[config.mk]
export PLATFORM = sky130hd
export DESIGN_NAME = dmrs_divider
export DESIGN_NICKNAME = d
export VERILOG_FILES = /design/src/hdl/dmrs_pkg.sv /design/src/hdl/dmrs_divider.sv
export SDC_FILE = /design/constraint.sdc
export NUM_CORES = 1
export LEC_CHECK = 0
export ABC_AREA = 1
export BUFFER_PORTS_ARGS = -buffer_cell sky130_fd_sc_hd__buf_2
export CAP_MARGIN = 25
export CELL_PAD_IN_SITES_DETAIL_PLACEMENT = 0
export CELL_PAD_IN_SITES_GLOBAL_PLACEMENT = 1
export CORE_MARGIN = 10
export CORE_UTILIZATION = 37
export DETAILED_ROUTE_END_ITERATION = 6
export GPL_ROUTABILITY_DRIVEN = 0
export GPL_TIMING_DRIVEN = 1
export PLACE_DENSITY_LB_ADDON = 0.1
export SLEW_MARGIN = 25
export SYNTH_ARGS = -nofsm -noshare
export SYNTH_HDL_FRONTEND = slang
export SYNTH_SLANG_ARGS = --single-unit
[constraint.sdc]
create_clock -name aclk -period 1.9 [get_ports aclk]
set_input_delay 0.19 -clock aclk [delete_from_list [all_inputs] [get_ports aclk]]
set_output_delay 0.19 -clock aclk [all_outputs]
set_load 0.005 [all_outputs]
[src/hdl/dmrs_pkg.sv]
// ----------------------------------------------------------------------------
// dmrs_pkg
// Shared types and constants for the downmix / resample / segmenter block.
// ----------------------------------------------------------------------------
package dmrs_pkg;

    localparam int SAMPLE_W      = 24;
    localparam int NUM_CHANNELS  = 8;
    localparam int MAX_CH_DEF    = 8;
    localparam int OUT_W         = 16;
    localparam int CNT_W         = 4;
    localparam int STEP_W        = 28;
    localparam int SEG_W         = 19;
    localparam int PH_W          = STEP_W + 2;
    localparam int FRAC_W        = 24;
    localparam int CFG_DATA_W    = 32;
    localparam int CFG_ADDR_W    = 4;

    localparam logic [STEP_W-1:0] STEP_MIN   = STEP_W'(8388608);
    localparam logic [STEP_W-1:0] STEP_MAX   = STEP_W'(201326592);
    localparam logic [CNT_W-1:0]  CH_RESET   = CNT_W'(2);
    localparam logic [STEP_W-1:0] STEP_RESET = STEP_W'(50331648);
    localparam logic [SEG_W-1:0]  SEG_RESET  = SEG_W'(80000);
    localparam logic [PH_W-1:0]   PH_ONE     = PH_W'(1) << FRAC_W;

    // output scale 32767 = 2^15 - 1, done as shift and subtract
    localparam int SCALE_SHIFT = 15;
    localparam int RND_BIT     = 46;
    localparam int OUT_SHIFT   = 47;

    typedef enum logic [1:0] {
        REG_CHANNELS = 2'd0,
        REG_STEP     = 2'd1,
        REG_SEGLEN   = 2'd2
    } reg_idx_t;

    typedef enum logic [2:0] {
        ST_IDLE,
        ST_SUM,
        ST_DIV_START,
        ST_DIV,
        ST_CHECK,
        ST_MUL,
        ST_ADD,
        ST_OUT
    } state_t;

    typedef struct packed {
        logic mul_en;
        logic add_en;
    } interp_ctl_t;

endpackage

[src/hdl/dmrs_divider.sv]
// ----------------------------------------------------------------------------
// dmrs_divider
// Restoring divider, one quotient bit per cycle, unsigned operands.
// ----------------------------------------------------------------------------
module dmrs_divider #(
    parameter int NUM_W = 34,
    parameter int DEN_W = 5
) (
    input  logic              aclk,
    input  logic              aresetn,
    input  logic              start,
    input  logic [NUM_W-1:0]  numer,
    input  logic [DEN_W-1:0]  denom,
    output logic              done,
    output logic [NUM_W-1:0]  quot
);
    import dmrs_pkg::*;

    localparam int CW = $clog2(NUM_W);

    logic [NUM_W-1:0] num_reg, num_next;
    logic [DEN_W-1:0] rem_reg, rem_next;
    logic [DEN_W-1:0] den_reg, den_next;
    logic [CW-1:0]    cnt_reg, cnt_next;
    logic             busy_reg, busy_next;
    logic             done_reg, done_next;
    logic [DEN_W:0]   trial;
    logic             qbit;

    always_comb begin
        num_next  = num_reg;
        rem_next  = rem_reg;
        den_next  = den_reg;
        cnt_next  = cnt_reg;
        busy_next = busy_reg;
        done_next = 1'b0;
        trial     = {rem_reg, num_reg[NUM_W-1]};
        qbit      = (trial >= {1'b0, den_reg});
        if (start) begin
            num_next  = numer;
            rem_next  = '0;
            den_next  = denom;
            cnt_next  = '0;
            busy_next = 1'b1;
        end else if (busy_reg) begin
            rem_next = qbit ? DEN_W'(trial - {1'b0, den_reg}) : trial[DEN_W-1:0];
            num_next = {num_reg[NUM_W-2:0], qbit};
            cnt_next = cnt_reg + 1'b1;
            if (cnt_reg == CW'(NUM_W - 1)) begin
                busy_next = 1'b0;
                done_next = 1'b1;
            end
        end
    end

    always_ff @(posedge aclk) begin
        if (!aresetn) begin
            busy_reg <= 1'b0;
            done_reg <= 1'b0;
            cnt_reg  <= '0;
        end else begin
            busy_reg <= busy_next;
            done_reg <= done_next;
            cnt_reg  <= cnt_next;
        end
    end

    always_ff @(posedge aclk) begin
        num_reg <= num_next;
        rem_reg <= rem_next;
        den_reg <= den_next;
    end

    assign done = done_reg;
    assign quot = num_reg;

endmodule

After elaboration in Yosys (flattened, before gate mapping)
Index checks and enable logic that the tools add are counted.

word-level totals
  flip-flop bits (word level) = 52
  input port bits = 42
  output and inout port bits = 35
  logic and storage cells = 22

cells by class
  $add $sub $neg = 2
  $lt $le $gt $ge = 1
  eq/ne operators = 1
  mux-type cells = 7
  bitwise logic cells = 2
  reduce and logical (&&, ||, !) cells = 3

operators by type and width
  cell                   number
  $mux W34               2
  $add A6 B1 Y6 const B  1
  $eq A6 B6 Y1 const B   1
  $ge A6 B5 Y1           1
  $mux W5                1
  $sub A5 B5 Y5          1
  $mux W1                4
  $reduce_or A3 Y1       1
  $not A1 Y1             2
  $reduce_bool A2 Y1     1
  $reduce_or A2 Y1       1

Logic depth before layout (Yosys ltp)
  word-level depth = 4
  mapped depth = 11
  gate-level depth less buffers = 11

Worst setup path before layout
No wires, ideal clock.

  kind = register -> register
  from = reg num_reg[33] (netlist: quot[33])
  to = reg num_reg[0] (netlist: quot[0]), data pin
  library setup time = 267 ps
  data arrival time = 1376 ps
  data required time = 1633 ps
  setup slack = 257 ps
  cell stages (with the launch flop) = 9
  buffers on the path = 0
  clock period less this slack = 1643 ps
  path through = edfxtp_1 -> inv_1 -> ha_1 -> inv_1 -> fa_1 -> nand2_1 -> nand2_1 -> nand3_4 -> a31oi_1

on the way
  longest elaborated chain between the ends = 3

ends and longest elaborated chain
  element                   RTL line            text
  start: declaration        dmrs_divider.sv:21  logic [NUM_W-1:0] num_reg, num_next;
  start signal: assignment  dmrs_divider.sv:69  num_reg <= num_next;
  $ge A6 B5 Y1              dmrs_divider.sv:38  qbit = (trial >= {1'b0, den_reg});
  $mux W34                  dmrs_divider.sv:45  end else if (busy_reg) begin
  $mux W34                  dmrs_divider.sv:39  if (start) begin
  net num_next[0]           dmrs_divider.sv:21

The timed path passes the listed nets, and every way through them passes these cells. The select of a mux whose other input is x is not followed.
A chain may end at the register's enable or synchronous reset.

Worst setup path after layout
Ends and elaborated chain as after synthesis.

==> summary.txt <==
Timing
  – Rel. slew slack: 0.716
  – Final worst path period need: 1.71 ns
  – Slew @ Worst Pin: 0.425 ns
  – Count of final setup violators: 0
  – Fmax achieved: 583 MHz
  – Setup tns final: 0 ns
  – Slew Limit Fails: 0
  – Skew final: roughly 0.009 ns
  – Final worst setup slack: 0.186 ns
  – Final hold violations: 0
  – RSZ-0062 raised after global routing: false
  – Period Utilization, post-route: 0.902

Yosys
  – Sequential area share after synthesis: 0.587
  – Count leader, synth: nand2_1
  – Area contributors post-synth: edfxtp_1 48%, nand2_1 19%, dfxtp_1 11%
  – Post-synth ARST share: 0
  – EDFF count, synth: 39
  – Gate Count Post-Synth: ~260
  – Share of the synthesized area in the top cell type: 0.480
  – Synthesized area per cell: just over 9 um^2
  – Syn nets: 313
  – Register bit total from synthesis: between 50 and 60
  – Synth Warn #: 0
  – Dominant synthesized flop cell: edfxtp_1
  – Synthesized area: ~2400 um^2
  – Distinct cells, synth: 28
  – Biggest area consumer among synthesized cells: edfxtp_1
  – Synth cell count leaders: 126 x nand2_1, 39 x edfxtp_1, 20 x inv_1

Drt
  – Via Count: 1853
  – First-pass detailed-route iteration total: 4
  – Number of DRC markers in iteration 0: 67
  – Vias per cell: ~4.4
  – Drt drc: 0
  – Routed len/inst: 14.0 um
  – Antenna Nets Post-Route: 0
  – WL final: 5870 um

Cells and area
  – Post-Route Utilization: 0.473
  – Reg area: 1430 um^2
  – Share of cells above drive strength 1: 0.281
  – Filler instances: 654
  – Area of the multi-input gates: 881 um^2
  – Max reg flops: 34
  – Non-filler instance count after layout: around 420
  – Area grow syn2layout: 23.8%
  – Nets: 391
  – ANT cells: 0

Global routing
  – First-pass GRT wire length: 9650 um
  – GRT overflow: 0
  – Initial antenna violation count: 0
  – Number of global-route vias before repair: 1977
  – Pin count of the biggest net entering global routing: 39
  – Total GRT Usage: 0.117

Power
  – Power per cell area: 871 nW/um^2
  – Max VDD drop: 0.394 mV
  – Leakage: 0.00148 uW

Run status
  – Status: completed

Worst setup path
  – Crit path required time: 1.96 ns
  – Crit path capture type: flop
  – Startpoint types: flop
  – WS Path Type: flop to flop
  – Critical Path AT: 1.77 ns
  – Worst-path maximum fanout: 7

Floorplanning
  – Starting Density: 0.382
  – Die Height: 101 um
  – Core area: 6390 um^2
  – Row count: 29
  – Num ports: a little under 80
  – Die area: 10200 um^2
  – Die X-Extent: 101 um

Clock tree
  – Max H-tree Level: 2
  – CTS Sinks: 52
  – Worst-Skew Late Latency: 0.31 ns
  – CTS tree: built
  – Root buf cell: clkbuf_8
  – Gates resized, CTS repair: 0
  – CTS Buf Count: 5
  – Postcts setup bufs: 0
  – Reg clk slew, reported paths: approximately 0.1 ns
  – Maximum clock insertion buffer count: 2
  – CTS Hold Bufs: 0

Place
  – HPWL after DPL: roughly 4300 um
  – Setup WS pre-CTS: ~0.2 ns
  – PortBufs: 76
  – Placed cells: between 400 and 500

Job
  – Max-cap violations: 0

Hold path
  – Worst hold path class: input port to flop
[metrics by stage]
| step | cell area (um^2) | hold WS (ns) | total power (uW) |
|---|---|---|---|
| after CTS | 3020 | 0.0303 | 2670 |
| after detailed placement | 2900 | 0.368 | 1860 |
| after floorplan | 2440 | 0.289 | 1670 |
| after global placement | 2900 | 0.367 | 1860 |
| final | 3020 | 0.0497 | 2630 |
| after global routing | 3020 | 0.0249 | 2780 |
[metal layers]
layer,part of all wire,track usage
met1,0.43,0.143
met2,0.48,0.183
met3,0.074,0.0511
met4,0.013,0.0386
met5,0,0
[kinds of logic (layout without fill, tap and decap cells)]
group	after synthesis	in the layout	share of synthesized area
buffers and inverters	29	108	0.0513
AO/OA/AOI/OAI	7	7	0.0169
adder cells (fa/ha/maj)	8	8	0.0441
flip-flops	52	52	0.587
AND/OR/NAND/NOR	166	166	0.297
XOR/XNOR	1	1	0.00359
[final cells by class]
class                   instances  area share
flip-flops and latches         52       0.474
clock inverters                 3      0.0153
repair buffers                 79       0.138
inverters                      21      0.0261
multi-input cells             182       0.292
clock buffers                   5      0.0228
well taps                      77      0.0319
[report_power, final]
part | switching [uW] | internal, uW | total [uW]
Clock | 402 | 398 | 799
Sequential | 58.2 | 1340 | 1400
Combinational | 242 | 188 | 429
Total | 702 | 1930 | 2630
[worst max-delay path, cell delays in order (launching register included)]
cell and delay [ns]:
edfxtp_1 0.39, inv_1 0.08, ha_1 0.14, inv_1 0.06
fa_1 0.40, nand2_1 0.07, nand2_1 0.11, nand3_4 0.13
a31oi_1 0.10
[cell usage in the layout (no fill, tap or decap), types with 2 or more instances in the layout]
cell / instances
a21oi_1: 3
buf_2: 76
buf_4: 2
clkbuf_8: 5
dfxtp_1: 13
edfxtp_1: 39
ha_1: 7
inv_1: 20
nand2_1: 126
nand3_1: 13
nor2_1: 11
nor3_1: 5
nor3b_1: 3
or2_4: 2
[worst paths after layout]
| path | from | to | slack (ns) | cells past startpoint |
|---|---|---|---|---|
| max | quot[33]$_DFFE_PP_ | quot[0]$_DFFE_PP_ | 0.19 | 8 |
| min | denom[3] | den_reg[3]$_DFFE_PP_ | 0.05 | 1 |
| max reg2reg | quot[33]$_DFFE_PP_ | quot[0]$_DFFE_PP_ | 0.19 | 8 |
| min reg2reg | rem_reg[4]$_SDFFE_PP0P_ | rem_reg[4]$_SDFFE_PP0P_ | 0.46 | 2 |
Power figures use the tool's default switching activity.
