**src/hdl/dmrs_pkg.sv**
```systemverilog
// ----------------------------------------------------------------------------
// dmrs_pkg
// Shared types and constants for the downmix / resample / segmenter block.
// ----------------------------------------------------------------------------
package dmrs_pkg;

    localparam int SAMPLE_W      = 24;
    localparam int NUM_CHANNELS  = 8;
    localparam int MAX_CH_DEF    = 8;
    localparam int OUT_W         = 16;
    localparam int CNT_W         = 4;
    localparam int STEP_W        = 28;
    localparam int SEG_W         = 19;
    localparam int PH_W          = STEP_W + 2;
    localparam int FRAC_W        = 24;
    localparam int CFG_DATA_W    = 32;
    localparam int CFG_ADDR_W    = 4;

    localparam logic [STEP_W-1:0] STEP_MIN   = STEP_W'(8388608);
    localparam logic [STEP_W-1:0] STEP_MAX   = STEP_W'(201326592);
    localparam logic [CNT_W-1:0]  CH_RESET   = CNT_W'(2);
    localparam logic [STEP_W-1:0] STEP_RESET = STEP_W'(50331648);
    localparam logic [SEG_W-1:0]  SEG_RESET  = SEG_W'(80000);
    localparam logic [PH_W-1:0]   PH_ONE     = PH_W'(1) << FRAC_W;

    // output scale 32767 = 2^15 - 1, done as shift and subtract
    localparam int SCALE_SHIFT = 15;
    localparam int RND_BIT     = 46;
    localparam int OUT_SHIFT   = 47;

    typedef enum logic [1:0] {
        REG_CHANNELS = 2'd0,
        REG_STEP     = 2'd1,
        REG_SEGLEN   = 2'd2
    } reg_idx_t;

    typedef enum logic [2:0] {
        ST_IDLE,
        ST_SUM,
        ST_DIV_START,
        ST_DIV,
        ST_CHECK,
        ST_MUL,
        ST_ADD,
        ST_OUT
    } state_t;

    typedef struct packed {
        logic mul_en;
        logic add_en;
    } interp_ctl_t;

endpackage

```
**src/hdl/dmrs_lane.sv**
```systemverilog
// ----------------------------------------------------------------------------
// dmrs_lane
// One channel lane: registers its sample, or zero when the channel is unused.
// ----------------------------------------------------------------------------
module dmrs_lane #(
    parameter int IDX = 0
) (
    input  logic                                  aclk,
    input  logic                                  load,
    input  logic [dmrs_pkg::CNT_W-1:0]            n_ch,
    input  logic signed [dmrs_pkg::SAMPLE_W-1:0]  sample,
    output logic signed [dmrs_pkg::SAMPLE_W-1:0]  lane_out
);
    import dmrs_pkg::*;

    logic signed [SAMPLE_W-1:0] lane_reg;
    logic signed [SAMPLE_W-1:0] lane_next;

    always_comb begin
        lane_next = lane_reg;
        if (load) begin
            lane_next = (n_ch > CNT_W'(IDX)) ? sample : '0;
        end
    end

    always_ff @(posedge aclk) begin
        lane_reg <= lane_next;
    end

    assign lane_out = lane_reg;

endmodule

```
**src/hdl/dmrs_downmix.sv**
```systemverilog
// ----------------------------------------------------------------------------
// dmrs_downmix
// Channel lanes side by side and the merging adder that sums their samples.
// ----------------------------------------------------------------------------
module dmrs_downmix #(
    parameter int MAX_CHANNELS = dmrs_pkg::MAX_CH_DEF,
    parameter int SUM_W        = dmrs_pkg::SAMPLE_W + $clog2(MAX_CHANNELS)
) (
    input  logic                                  aclk,
    input  logic                                  load,
    input  logic                                  sum_en,
    input  logic [dmrs_pkg::CNT_W-1:0]            n_ch,
    input  logic signed [dmrs_pkg::SAMPLE_W-1:0]  samples [MAX_CHANNELS],
    output logic signed [SUM_W-1:0]               sum_out
);
    import dmrs_pkg::*;

    logic signed [SAMPLE_W-1:0] lane_val [MAX_CHANNELS];
    logic signed [SUM_W-1:0]    sum_reg;
    logic signed [SUM_W-1:0]    sum_next;
    logic signed [SUM_W-1:0]    acc;

    for (genvar i = 0; i < MAX_CHANNELS; i++) begin : g_lane
        dmrs_lane #(
            .IDX (i)
        ) u_lane (
            .aclk     (aclk),
            .load     (load),
            .n_ch     (n_ch),
            .sample   (samples[i]),
            .lane_out (lane_val[i])
        );
    end

    always_comb begin
        acc = '0;
        for (int i = 0; i < MAX_CHANNELS; i++) begin
            acc = acc + SUM_W'(lane_val[i]);
        end
        sum_next = sum_en ? acc : sum_reg;
    end

    always_ff @(posedge aclk) begin
        sum_reg <= sum_next;
    end

    assign sum_out = sum_reg;

endmodule

```
**config.mk**
```make
export PLATFORM = sky130hd
export DESIGN_NAME = dmrs_downmix
export DESIGN_NICKNAME = d
export VERILOG_FILES = /design/src/hdl/dmrs_pkg.sv /design/src/hdl/dmrs_lane.sv /design/src/hdl/dmrs_downmix.sv
export SDC_FILE = /design/constraint.sdc
export NUM_CORES = 1
export LEC_CHECK = 0
export BUFFER_PORTS_ARGS = -buffer_cell sky130_fd_sc_hd__clkbuf_2
export CORE_MARGIN = 8
export CORE_UTILIZATION = 55
export DETAILED_ROUTE_END_ITERATION = 6
export PLACE_DENSITY = 0.78
export SYNTH_ARGS = -nofsm -noshare
export SYNTH_HDL_FRONTEND = slang
export SYNTH_SLANG_ARGS = --single-unit
```
**constraint.sdc**
```tcl
create_clock -name aclk -period 6.4 [get_ports aclk]
set_input_delay 1.28 -clock aclk [delete_from_list [all_inputs] [get_ports aclk]]
set_output_delay 1.28 -clock aclk [all_outputs]
set_load 0.05 [all_outputs]
```
# == Word level (Yosys, flattened, before mapping) ==
# Cells that the tools add are included.
# totals
ff_bits,219
latch_bits,0
mem_bits_rw,0
rom_bits,0
output_inout_bits,27
n_memories,0
# classes
addsub,7
mul,0
div,0
magnitude_cmp,8
n_eq_ne,0
shift,0
muxes,0
bitwise_logic,0
reduce_logical,0
# op_table
operator,count
27-bit by 24-bit adder with 27-bit output,4
26-bit by 24-bit adder with 27-bit output,1
25-bit by 24-bit adder with 26-bit output,1
24-bit by 24-bit adder with 25-bit output,1
"4-bit by 3-bit > comparator with 1-bit output, second input constant",4
"4-bit by 1-bit > comparator with 1-bit output, second input constant",2
"4-bit by 2-bit > comparator with 1-bit output, second input constant",2

# == Logic depth before layout (Yosys ltp) ==
# logic_depth
word_depth,7
mapped_depth,18
depth_no_buf,18

# == Hierarchy ==
# From an unflattened synthesis, not the netlist that was laid out.
# hier_totals
hier_cells,1084
hier_area_um2,13749.4
# by_module_without_submodules
module,instances,cells_each,area_per_inst_um2
dmrs_downmix,1,665,6182.2
dmrs_lane (g_lane[0].u_lane),1,56,1056.0
dmrs_lane (g_lane[1].u_lane),1,54,978.4
dmrs_lane (g_lane[3].u_lane),1,52,945.9
dmrs_lane (g_lane[6].u_lane),1,51,924.6
dmrs_lane (g_lane[4].u_lane),1,54,923.4
dmrs_lane (g_lane[7].u_lane),1,50,915.9
dmrs_lane (g_lane[2].u_lane),1,51,913.4
dmrs_lane (g_lane[5].u_lane),1,51,909.6

# == Least setup slack after synthesis ==
# Ideal clock, no wire load.
# synth_path
path_type,reg2reg
start,register g_lane[0].u_lane.lane_reg[3]
end,register sum_reg[25] (netlist: sum_out[25]) (data pin)
setup_time_ps,258
arrival_ps,4209
required_ps,6142
slack_ps,1933
stages_incl_launch_ff,17
synth_period_minus_slack_ps,4467
path_cell_list,edfxtp_1 > inv_1 > fa_1 > inv_1 > fa_1 > fa_1 > inv_1 > fa_1 > inv_1 > ha_1 > a21o_1 > a21oi_2 > o21bai_2 > a2111oi_4 > o31ai_2 > a41oi_2 > xnor2_1
# synth_between
elab_chain_cells,7
# synth_rtl
item,line_no,rtl
"start, declared",dmrs_lane.sv:16,logic signed [SAMPLE_W-1:0] lane_reg;
"start signal, assigned",dmrs_lane.sv:27,lane_reg <= lane_next;
24-bit by 24-bit adder with 25-bit output,dmrs_downmix.sv:38,acc = acc + SUM_W'(lane_val[i]);
25-bit by 24-bit adder with 26-bit output,dmrs_downmix.sv:38,
26-bit by 24-bit adder with 27-bit output,dmrs_downmix.sv:38,
27-bit by 24-bit adder with 27-bit output (4 in a row),dmrs_downmix.sv:38,
named net acc[25],dmrs_downmix.sv:21,logic signed [SUM_W-1:0] acc;
"end signal, assigned",dmrs_downmix.sv:44,sum_reg <= sum_next;
"end, declared",dmrs_downmix.sv:19,logic signed [SUM_W-1:0] sum_reg;
# The timed path passes the listed nets, and every way through them passes these cells.
# A chain may end at the register's enable or synchronous reset.

# == Worst setup path after layout ==
# layout_path
start,register g_lane[0].u_lane.lane_reg[2]
end,register sum_reg[22] (netlist: sum_out[22]) (data pin)
# Same word-level chain as after synthesis.

==> out/qor.yml <==
status:
  outcome: "complete, no violations"
cts:
  postCtsHoldBufs: 0
  cts_root_buf: "clkbuf_16"
  cts_resized: 0
  cts_setup_buffers: 0
  h-tree-depth: 1
  clk_latency_ps: 520
  clock_sinks: 219
  cts_tree: "done"
  cts_buffer_depth: 3
  cts_made_buffers: 24
  path_clk_slew_ps: 60
worst_setup_path:
  rr_endpoint: "sum_out[22]"
  start_kind: "flip-flop"
  criticalPathCategory: "flip-flop to flip-flop"
  cp_cell_sequence: "inv_1 -> fa_1 -> inv_1 -> fa_1 -> fa_1 -> inv_1 -> fa_1 -> inv_1 -> ha_1 -> inv_1 -> fa_1 -> nor2b_1 -> o2111ai_1 -> a21oi_1 -> o21ai_2 -> o21ai_0 -> o21ai_0 -> xnor2_1"
  critPathMaxStageDelay_ps: 550
  slowest_stage: "fa_1"
  endpoint_kind: "flip-flop"
  r2r_slack_ps: 1410
  path_max_fanout: 5
  arrival_ps: 5250
  required_ps: 6660
  reg2reg_depth: 18
  reg2reg_from: "g_lane[0].u_lane.lane_out[2]"
power_and_ir_drop:
  vdd_drop_max_uv: 432
  power_density_nw_per_um2: 602
  leakage_nw: 7.27
route:
  drtIter0Drc: 503
  drtPass1Iterations: 4
  vias: 7922
  wl_met3_um: 1950
  met1_length_um: 11500
  drc: 0
  top_layer_used: "met4"
  ant_nets: 0
  wl_per_cell_um: 17.5
  wl_met2_um: 14300
  routed_wl_um: 28600
  avgViaCountPerCell: 4.87
sta:
  hold_slack_ps: 681
  fmax_ghz: 0.200
  tightest_slew_ps: 1260
  final-setup-viol-count: 0
  hold_viol_final: 0
  fin_worst_skew_ps: 13.2
  rsz0062_at_grt: "no"
  fin_crit_ps: 4990
  post-route-period-util_pct: 78.0
  slew_viol_final: 0
  setup-tns-final_ps: 0
  slew_headroom_pct: 15.8
synth:
  synth_cell_types: 42
  syn_inst: 1055
  synthMuxAreaShare_pct: 0.0756
  synth_warnings: 0
  synth-simple-area-share_pct: 10.7
  ys_top_cells_by_count: "inv_1, edfxtp_1, fa_1, nor2b_1, and2_1"
  synth_edf_count: 219
  synthFlopType: "edfxtp_1"
  postSynthAreaPerCell_um2: 12.5
  synth_xor_area_share_pct: 1.59
  synth.area.top_cells: "edfxtp_1, fa_1, inv_1"
  synth.most_common_cell: "inv_1"
  synth_compound_area_share_pct: 3.84
  synth_top_family_by_area: "adder cells"
  async_flop_share_pct: 0
  ys_ff_latch: 219
  synth_fa_ha_area_share_pct: 24.8
  yosys.area.top_type_share_pct: 49.7
  syn_area_um2: 13200
  synth_top_cell_by_area: "edfxtp_1"
  synth_seq_area_share_pct: 49.7
  synthesis.nets: 1428
finish:
  fin_nets: 1665
  fill_cells: 1747
  final_core_util_pct: 66.2
  diodes: 0
  fin_cells: 1628
  layout-drive-gt1-share_pct: 21.0
  synthToLayoutAreaGrowth_pct: 17.7
place:
  dp_cells: 1585
  portBuffers: 225
  dp_hpwl_um: 21600
  gp_congestion: 0.849
floorplan:
  rows: 56
  ios: 226
  die_area_um2: 29300
  die_w_um: 171
  die_y_um: 171
  start_util_pct: 56.2
  core-area_um2: 23500
hold_path:
  min_path_type: "flip-flop to flip-flop"
  hold_path_depth: 2
  hold_start: "g_lane[7].u_lane.lane_out[0]"
  hold_end: "sum_out[0]"
grt:
  grt-ovfl-total: 0
  grt_max_degree: 107
  grt_pass1_wl_um: 44900
  grt_pass1_vias: 9078
  antenna_found_initial: 0
  grt_use_total_pct: 19.9
run:
  maxCapViolCount: 0
-- where the power goes --
| part | switching [W] | total (W) | leakage (nW) | internal [W] |
|---|---|---|---|---|
| combinational | 0.00339 | 0.00580 | 4.77 | 0.00240 |
| clock | 0.000557 | 0.00139 | 0.380 | 0.000830 |
| sequential | 0.0000735 | 0.00219 | 2.13 | 0.00212 |
-- worst max path at each step --
stage	end	slack [ps]	startpoint
6_report	sum_out[22]	1410	g_lane[0].u_lane.lane_out[2]
3_3_place_gp	sum_out[22]	1620	g_lane[0].u_lane.lane_out[2]
5_1_grt	sum_out[22]	1160	g_lane[0].u_lane.lane_out[2]
3_5_place_dp	sum_out[22]	1460	g_lane[0].u_lane.lane_out[2]
4_1_cts	sum_out[22]	1450	g_lane[0].u_lane.lane_out[2]
2_1_floorplan	sum_out[25]	1930	g_lane[0].u_lane.lane_out[3]
-- cell type report --
class | instances | area [um^2] | share of cell area (%)
Tap cell | 319 | 399 | 2.56
Inverter | 310 | 1160 | 7.47
Multi-Input combinational cell | 507 | 5480 | 35.2
Clock inverter | 13 | 136 | 0.875
Sequential cell | 219 | 6580 | 42.2
Timing Repair Buffer | 230 | 1180 | 7.59
Clock buffer | 30 | 644 | 4.13
-- cell families (layout without fill, tap and decap cells) --
| family | after synthesis | after routing |
|---|---|---|
| AOI/OAI and AO/OA | 71 | 71 |
| muxes | 1 | 1 |
| xor gates and xnor gates | 24 | 24 |
| and+or+nand+nor | 237 | 237 |
| DFF | 219 | 219 |
| adders and majority gates | 174 | 174 |
| buffers and inverters | 329 | 583 |
-- worst max-delay path: cells and delay by family (launching register included) --
| family | cells | cell delay [ps] |
|---|---|---|
| fa+ha+maj | 6 | 2640 |
| simple gates | 1 | 190 |
| flops | 1 | 330 |
| buf+inv | 5 | 310 |
| xor+xnor | 1 | 150 |
| compound gates | 5 | 1110 |
-- flip-flops by register name, indices dropped and copies added (netlist names) --
name,cells
g_lane.u_lane.lane_out,192
sum_out,27
-- placed cells by master (no fill, tap or decap), types with 2 or more instances in the layout --
master	Yosys	final
and3_1	2	2
a21o_1	16	16
edfxtp_1	219	219
nor2b_1	147	147
clkinv_2	0	4
a311oi_1	2	2
o21a_1	4	4
clkbuf_2	0	224
o21ai_0	9	9
a21oi_1	18	17
nand3_1	4	4
ha_1	27	27
fa_1	147	147
nand4_1	2	2
and2_1	49	49
clkbuf_16	0	25
clkinv_1	0	5
xnor2_1	18	18
o2111ai_1	2	2
bufinv_16	0	3
buf_4	0	4
clkbuf_1	19	5
nor2_1	11	10
o21bai_1	2	2
inv_1	310	310
xor2_1	6	6
nand2_1	14	14
o311ai_1	2	2
nand2b_1	4	4
-- layer usage --
| metal | vias up | GRT usage (%) |
|---|---|---|
| met3 | 59 | 3.66 |
| met2 | 284 | 34.3 |
| met4 | 0 | 6.81 |
| met1 | 3882 | 24.9 |
| li1 | 3697 | - |
| met5 | - | 0 |
-- stage by stage --
| stage | setup slack (ps) | power, W | cell area, um^2 |
|---|---|---|---|
| after floorplan | 1930 | 0.00670 | 13200 |
| final | 1410 | 0.00938 | 15600 |
| after detailed placement | 1460 | 0.00797 | 14800 |
| after global routing | 1160 | 0.0102 | 15600 |
| after CTS | 1450 | 0.00941 | 15600 |
| after global placement | 1620 | 0.00778 | 14800 |
No activity file was read; power rests on OpenSTA's default activity.
